==> src/hdl/mptw_pkg.sv <==
// Shared types and constants for the multilevel page table walker.
package mptw_pkg;

   // Default geometry of the table store and the walk
   localparam int FRAME_COUNT_DEF = 64;
   localparam int LEVELS_DEF      = 5;
   localparam int INDEX_BITS_DEF  = 9;

   // Fixed field widths
   localparam int PPN_W        = 52;
   localparam int ENTRY_W      = PPN_W + 1;
   localparam int ACTION_W     = 2;
   localparam int STATUS_W     = 2;
   localparam int ROOT_W       = 6;
   localparam int FIRST_FREE_W = 7;
   localparam int CSR_INDEX_W  = 2;
   localparam int CSR_DATA_W   = 7;

   // Entry layout: valid bit above the frame number
   localparam int VALID_POS = PPN_W;

   // Action codes; the unused code walks as a query
   localparam logic [ACTION_W-1:0] ACT_QUERY = 2'd0;
   localparam logic [ACTION_W-1:0] ACT_MAP   = 2'd1;
   localparam logic [ACTION_W-1:0] ACT_UNMAP = 2'd2;

   // Configuration register indexes
   localparam logic [CSR_INDEX_W-1:0] CSR_ROOT_FRAME       = 2'd0;
   localparam logic [CSR_INDEX_W-1:0] CSR_FIRST_FREE_FRAME = 2'd1;

   // Reset value of the allocator
   localparam int FIRST_FREE_RST = 1;

   // Result status codes
   typedef enum logic [STATUS_W-1:0] {
      ST_DONE      = 2'd0,
      ST_NO_MAP    = 2'd1,
      ST_NO_FRAMES = 2'd2
   } status_type;

   // Controller states
   typedef enum logic [2:0] {
      S_CLEAR,
      S_IDLE,
      S_ADDR,
      S_CHECK,
      S_DONE
   } state_type;

   // Commands from controller to datapath
   typedef struct packed {
      logic       clear_step;
      logic       start;
      logic       rd;
      logic       follow;
      logic       wr_table;
      logic       wr_leaf_map;
      logic       wr_leaf_unmap;
      logic       load_rsp;
      logic       rsp_found;
      status_type rsp_status;
   } cmd_type;

   // Status from datapath to controller
   typedef struct packed {
      logic clear_last;
      logic frame_ok;
      logic at_leaf;
      logic entry_valid;
      logic alloc_empty;
      logic is_map;
      logic is_unmap;
   } sts_type;

endpackage

==> src/hdl/mptw_ctrl.sv <==
// Controller state machine of the walker: clearing pass, level walk and result handoff.
module mptw_ctrl
   import mptw_pkg::*;
(
   input  logic    clock,
   input  logic    reset,
   input  logic    req_valid,
   output logic    req_stall,
   output logic    rsp_valid,
   input  logic    rsp_stall,
   input  sts_type sts,
   output cmd_type cmd
);

   state_type  state_ff, state_in;
   logic       rsp_valid_ff, rsp_valid_in;
   status_type res_status_ff, res_status_in;
   logic       res_found_ff, res_found_in;
   logic       rsp_free;

   assign rsp_free = !rsp_valid_ff || !rsp_stall;

   // Next state
   always_comb begin
      state_in = state_ff;
      unique case (state_ff)
         S_CLEAR: begin
            if (sts.clear_last) state_in = S_IDLE;
         end
         S_IDLE: begin
            if (req_valid) state_in = S_ADDR;
         end
         S_ADDR: begin
            if (!sts.frame_ok || (sts.at_leaf && sts.is_map)) begin
               state_in = S_DONE;
            end else begin
               state_in = S_CHECK;
            end
         end
         S_CHECK: begin
            if (!sts.at_leaf && (sts.entry_valid || (sts.is_map && !sts.alloc_empty))) begin
               state_in = S_ADDR;
            end else begin
               state_in = S_DONE;
            end
         end
         S_DONE: begin
            if (rsp_free) state_in = S_IDLE;
         end
         default: state_in = S_CLEAR;
      endcase
   end

   // Commands and result bookkeeping
   always_comb begin
      cmd           = '0;
      cmd.rsp_found = res_found_ff;
      cmd.rsp_status = res_status_ff;
      res_status_in = res_status_ff;
      res_found_in  = res_found_ff;
      rsp_valid_in  = rsp_valid_ff && rsp_stall;
      req_stall     = 1'b1;
      unique case (state_ff)
         S_CLEAR: begin
            cmd.clear_step = 1'b1;
         end
         S_IDLE: begin
            req_stall    = 1'b0;
            cmd.start    = req_valid;
            res_found_in = 1'b0;
         end
         S_ADDR: begin
            if (!sts.frame_ok) begin
               res_status_in = sts.is_map ? ST_NO_FRAMES : ST_NO_MAP;
            end else if (sts.at_leaf && sts.is_map) begin
               cmd.wr_leaf_map = 1'b1;
               res_status_in   = ST_DONE;
            end else begin
               cmd.rd = 1'b1;
            end
         end
         S_CHECK: begin
            if (!sts.at_leaf) begin
               if (sts.entry_valid) begin
                  cmd.follow = 1'b1;
               end else if (sts.is_map) begin
                  if (sts.alloc_empty) begin
                     res_status_in = ST_NO_FRAMES;
                  end else begin
                     cmd.wr_table = 1'b1;
                  end
               end else begin
                  res_status_in = ST_NO_MAP;
               end
            end else if (sts.entry_valid) begin
               cmd.wr_leaf_unmap = sts.is_unmap;
               res_status_in     = ST_DONE;
               res_found_in      = !sts.is_unmap;
            end else begin
               res_status_in = ST_NO_MAP;
            end
         end
         S_DONE: begin
            if (rsp_free) begin
               cmd.load_rsp = 1'b1;
               rsp_valid_in = 1'b1;
            end
         end
         default: begin
            req_stall = 1'b1;
         end
      endcase
   end

   always_ff @(posedge clock) begin
      if (reset) begin
         state_ff      <= S_CLEAR;
         rsp_valid_ff  <= 1'b0;
         res_status_ff <= ST_DONE;
         res_found_ff  <= 1'b0;
      end else begin
         state_ff      <= state_in;
         rsp_valid_ff  <= rsp_valid_in;
         res_status_ff <= res_status_in;
         res_found_ff  <= res_found_in;
      end
   end

   assign rsp_valid = rsp_valid_ff;

endmodule
==> config.mk <==
export PLATFORM = sky130hd
export DESIGN_NAME = mptw_ctrl
export DESIGN_NICKNAME = d
export VERILOG_FILES = /design/src/hdl/mptw_pkg.sv /design/src/hdl/mptw_ctrl.sv
export SDC_FILE = /design/constraint.sdc
export NUM_CORES = 1
export LEC_CHECK = 0
export ABC_AREA = 1
export BUFFER_PORTS_ARGS = -buffer_cell sky130_fd_sc_hd__buf_2
export CAP_MARGIN = 10
export CORE_AREA = 2 2 39 41
export DETAILED_ROUTE_END_ITERATION = 10
export DIE_AREA = 0 0 41 43
export PLACE_DENSITY = 0.68
export RECOVER_POWER = 100
export SYNTH_ARGS = -nofsm -noshare
export SYNTH_HDL_FRONTEND = slang
export SYNTH_SLANG_ARGS = --single-unit
export TNS_END_PERCENT = 5
==> constraint.sdc <==
create_clock -name clock -period 1.37 [get_ports clock]
set_input_delay 0.2055 -clock clock [delete_from_list [all_inputs] [get_ports clock]]
set_output_delay 0.2055 -clock clock [all_outputs]
set_load 0.005 [all_outputs]
## Word level (Yosys, flattened, before mapping)

Index checks and enable logic that the tools add are counted.

- Register bits: 7
- Latch bits: 0
- Bits in writable memories: 0
- Bits in read-only memories: 0
- Input bits: 11
- Output and inout bits: 13
- Word-level logic and storage cells: 75
- Memories kept: 0

- $add $sub $neg: 0
- $mul: 0
- Divide/modulo/power cells: 0
- Order comparisons: 0
- Equality and inequality tests: 12
- Shift-type cells: 0
- Mux-type cells: 40
- Bitwise gates (word level): 0
- Reduce and logical (&&, ||, !) cells: 19

Operator list:

| cell | count |
|---|---|
| $mux 1 | 23 |
| $mux 2 | 9 |
| $mux 3 | 5 |
| $pmux 3 s5 | 1 |
| $ne 2x2->1 const B | 5 |
| $eq 3x2->1 const B | 2 |
| $logic_not 1->1 | 6 |
| $ne 3x3->1 const B | 2 |
| $reduce_and 3->1 | 2 |
| $logic_and 1x1->1 | 4 |
| $ne 4x4->1 const B | 1 |
| $pmux 2 s2 | 1 |
| $reduce_and 4->1 | 1 |
| $reduce_bool 2->1 | 2 |
| $eq 3x1->1 const B | 1 |
| $eq 3x3->1 const B | 1 |
| $logic_not 3->1 | 1 |
| $logic_or 1x1->1 | 3 |
| $pmux 1 s2 | 1 |

## Depth between registers and ports, before layout

- Depth in word-level cells: 6
- Gate-level depth with buffers: 8
- Gate-level depth less buffers: 8

## Worst setup path before layout

OpenSTA, ideal clock, no wires.

- Kind: reg2out
- Start point: register state_ff[0]
- End point: output cmd[4] (netlist name)
- Arrival: 828 ps
- Required time: 1165 ps
- Path slack: 337 ps
- Cell stages (with the launch flop): 5
- Buffers on the path: 0
- Cell sequence: dfxtp_1 nand3_2 inv_4 nand2_2 nor3_1

RTL lines:

| item | line | text |
|---|---|---|
| start: declaration | mptw_ctrl.sv:15 | `state_type state_ff, state_in;` |
| start signal: assignment | mptw_ctrl.sv:122 | `state_ff <= state_in;` |
| end: declaration | mptw_ctrl.sv:12 | `output cmd_type cmd` |

==> out/results.ini <==
[outcome]
outcome=complete, no violations

[yosys]
synth.net_count=98
synth-seq-cells=7
synth.avg_cell_area_um2=5.87
synth_area_um2=510
synth_cell_types=17
netlist_instances=87
seq_area_frac_synth_pct=27.5
yosys_warnings=0

[cells_and_area]
drive_above_1_share_pct=36.0
final_nets=126
num_antenna_cells=0
area_growth_pct=35.8
final_cell_mix=25 x nand2_1, 23 x buf_2, 14 x inv_1, 14 x nor2_1, 7 x nand3_1
instances_no_fill=130
stdcell_area_um2=693
fill_cells=152
layout.cells.most_common=nand2_1

[setup_path]
r2r_cells=7
r2r-start=state_ff[2]
path_class=reg -> out
crit_required_ps=1160
ff2ff_setup_slack_ps=260
timing.rr.end=res_status_ff[0]
crit_fanout=5
critPathArrivalTime_ps=1140
worstSetupStartpointType=flop
crit_start=state_ff[2]
worstSetupEndpointType=primary output

[timing]
setup_violations=0
max_freq_mhz=745
min_period_ps=1340
hold_viol=0
final_max_slew_viol_count=0
rsz0062_at_grt=yes
holdWs_ps=164
layout_worst_path_cycle_share_pct=98.0
relSlewSlack_pct=85.6
max_slew.worst_pin.slew_ps=214
clock_skew_ps=1.13

[clocking]
insertion_delay_ps=250
numCtsBuffers=3
cts_buffer_depth=2
h-tree-depth=1
clock-root-buffer=clkbuf_4
cts_tree=built
path_clk_slew_ps=50
clock_sinks=7

[global_routing]
grt_pass1_wl_um=1650
grt_max_degree=7
antenna_found_initial=0
grtUsageTotal_pct=13.4
grt_pass1_vias=467
grt_overflow=0

[placed_design]
hpwl_um=937
dp_cells=125
portBuffers=23
place_area_um2=638
place.gp.congestion=0.818

[pwr]
power_mw=0.637
p_leak_nw=0.429
power_density_nw_per_um2=919
peakVddDrop_v=0.000441

[detailed_routing]
vias=608
drt-total-wl_um=1120
drtAntennaViolNets=0
route.detailed.drc=0
dr.first_iter.drc_count=15
vias_per_cell=4.68
wl_per_cell_um=8.58
first_pass_iters=4

[floorplan]
die_h_um=43
core-area_um2=1380
die_w_um=41
rows=14
design.die.area_um2=1760
io_pins=24
start_util_pct=36.9

[hold_path]
holdPathStages=2
min_to=state_ff[1]
min_path_type=in -> reg
min_from=reset

[flow_run]
drv_cap=0

## timing repair
action / in CTS / in global routing
setup buffers: 1 / 0
setup endpoints to repair: 3 / 6
gates cloned: 0 / 0
resized for setup: 3 / 4
hold buffers: 0 / 0
## synth_stat cells (all sizes together)
cell type | instances | share of area [%]
nand3b | 3 | 5.9
nand3 | 9 | 12
nor4 | 1 | 1.2
buf | 1 | 1.5
nand2 | 27 | 21
nor2 | 16 | 12
nor3 | 1 | 0.98
o21ai | 1 | 0.98
inv | 16 | 12
a21oi | 5 | 4.9
dfxtp | 7 | 27
## flip-flops by register name, indices dropped and copies added (netlist names)
| signal | flops |
|---|---|
| res_status_ff | 2 |
| state_ff | 3 |
| res_found_ff | 1 |
| rsp_valid | 1 |
## metrics by stage
step / worst slack [ps] / utilization [%] / TNS (ps)
floorplan: 337 / - / 0
global placement: 236 / 46.1 / 0
detailed placement: 209 / 46.1 / 0
CTS: -17.8 / 49.4 / -17.8
global route: -43.8 / 50.1 / -96.6
finish: 26.9 / 50.1 / 0
## layer usage
layer	share of wire [%]	up-vias	wire, um	global-route usage (%)
li1	-	326	-	-
met1	45	262	501	15.9
met2	47	20	525	21.6
met3	8.0	0	89	4.71
met4	0	0	0	4.00
met5	0	-	0	0
## cell type report
class / count / area, um^2 / area share, %
Multi-Input combinational cell: 63 / 318 / 45.8
Sequential cell: 7 / 144 / 20.8
Timing Repair Buffer: 24 / 123 / 17.7
Inverter: 16 / 62.6 / 9.03
Clock buffer: 4 / 26.3 / 3.79
Tap cell: 16 / 20.0 / 2.89
## kinds of logic after synthesis
family                 count (synthesis)  share of synthesized area [%]
buffers and inverters                 17                           13.7
AND/OR/NAND/NOR                       57                           52.9
AO/OA/AOI/OAI                          6                           5.88
flip-flops                             7                           27.5
## worst max-delay path, cell delays in order (launching register included)
cell and delay (ps):
dfxtp_2 340, inv_2 90, nand2_1 80, nor2_2 130, nand2_1 100, inv_1 60
buf_2 100
## where the power goes
group          internal, mW  switching, mW
Sequential            0.228         0.0231
Combinational        0.0872          0.114
Clock                 0.111         0.0730
Total                 0.426          0.210
## how the worst max path moves through the flow
stage                         to  slack, ps
after global placement    cmd[4]        240
after global routing      cmd[4]        -40
after CTS                 cmd[8]        -20
final                     cmd[8]         30
after detailed placement  cmd[4]        210
after floorplan           cmd[4]        340
Note: power is estimated with default switching activity, not from simulation.
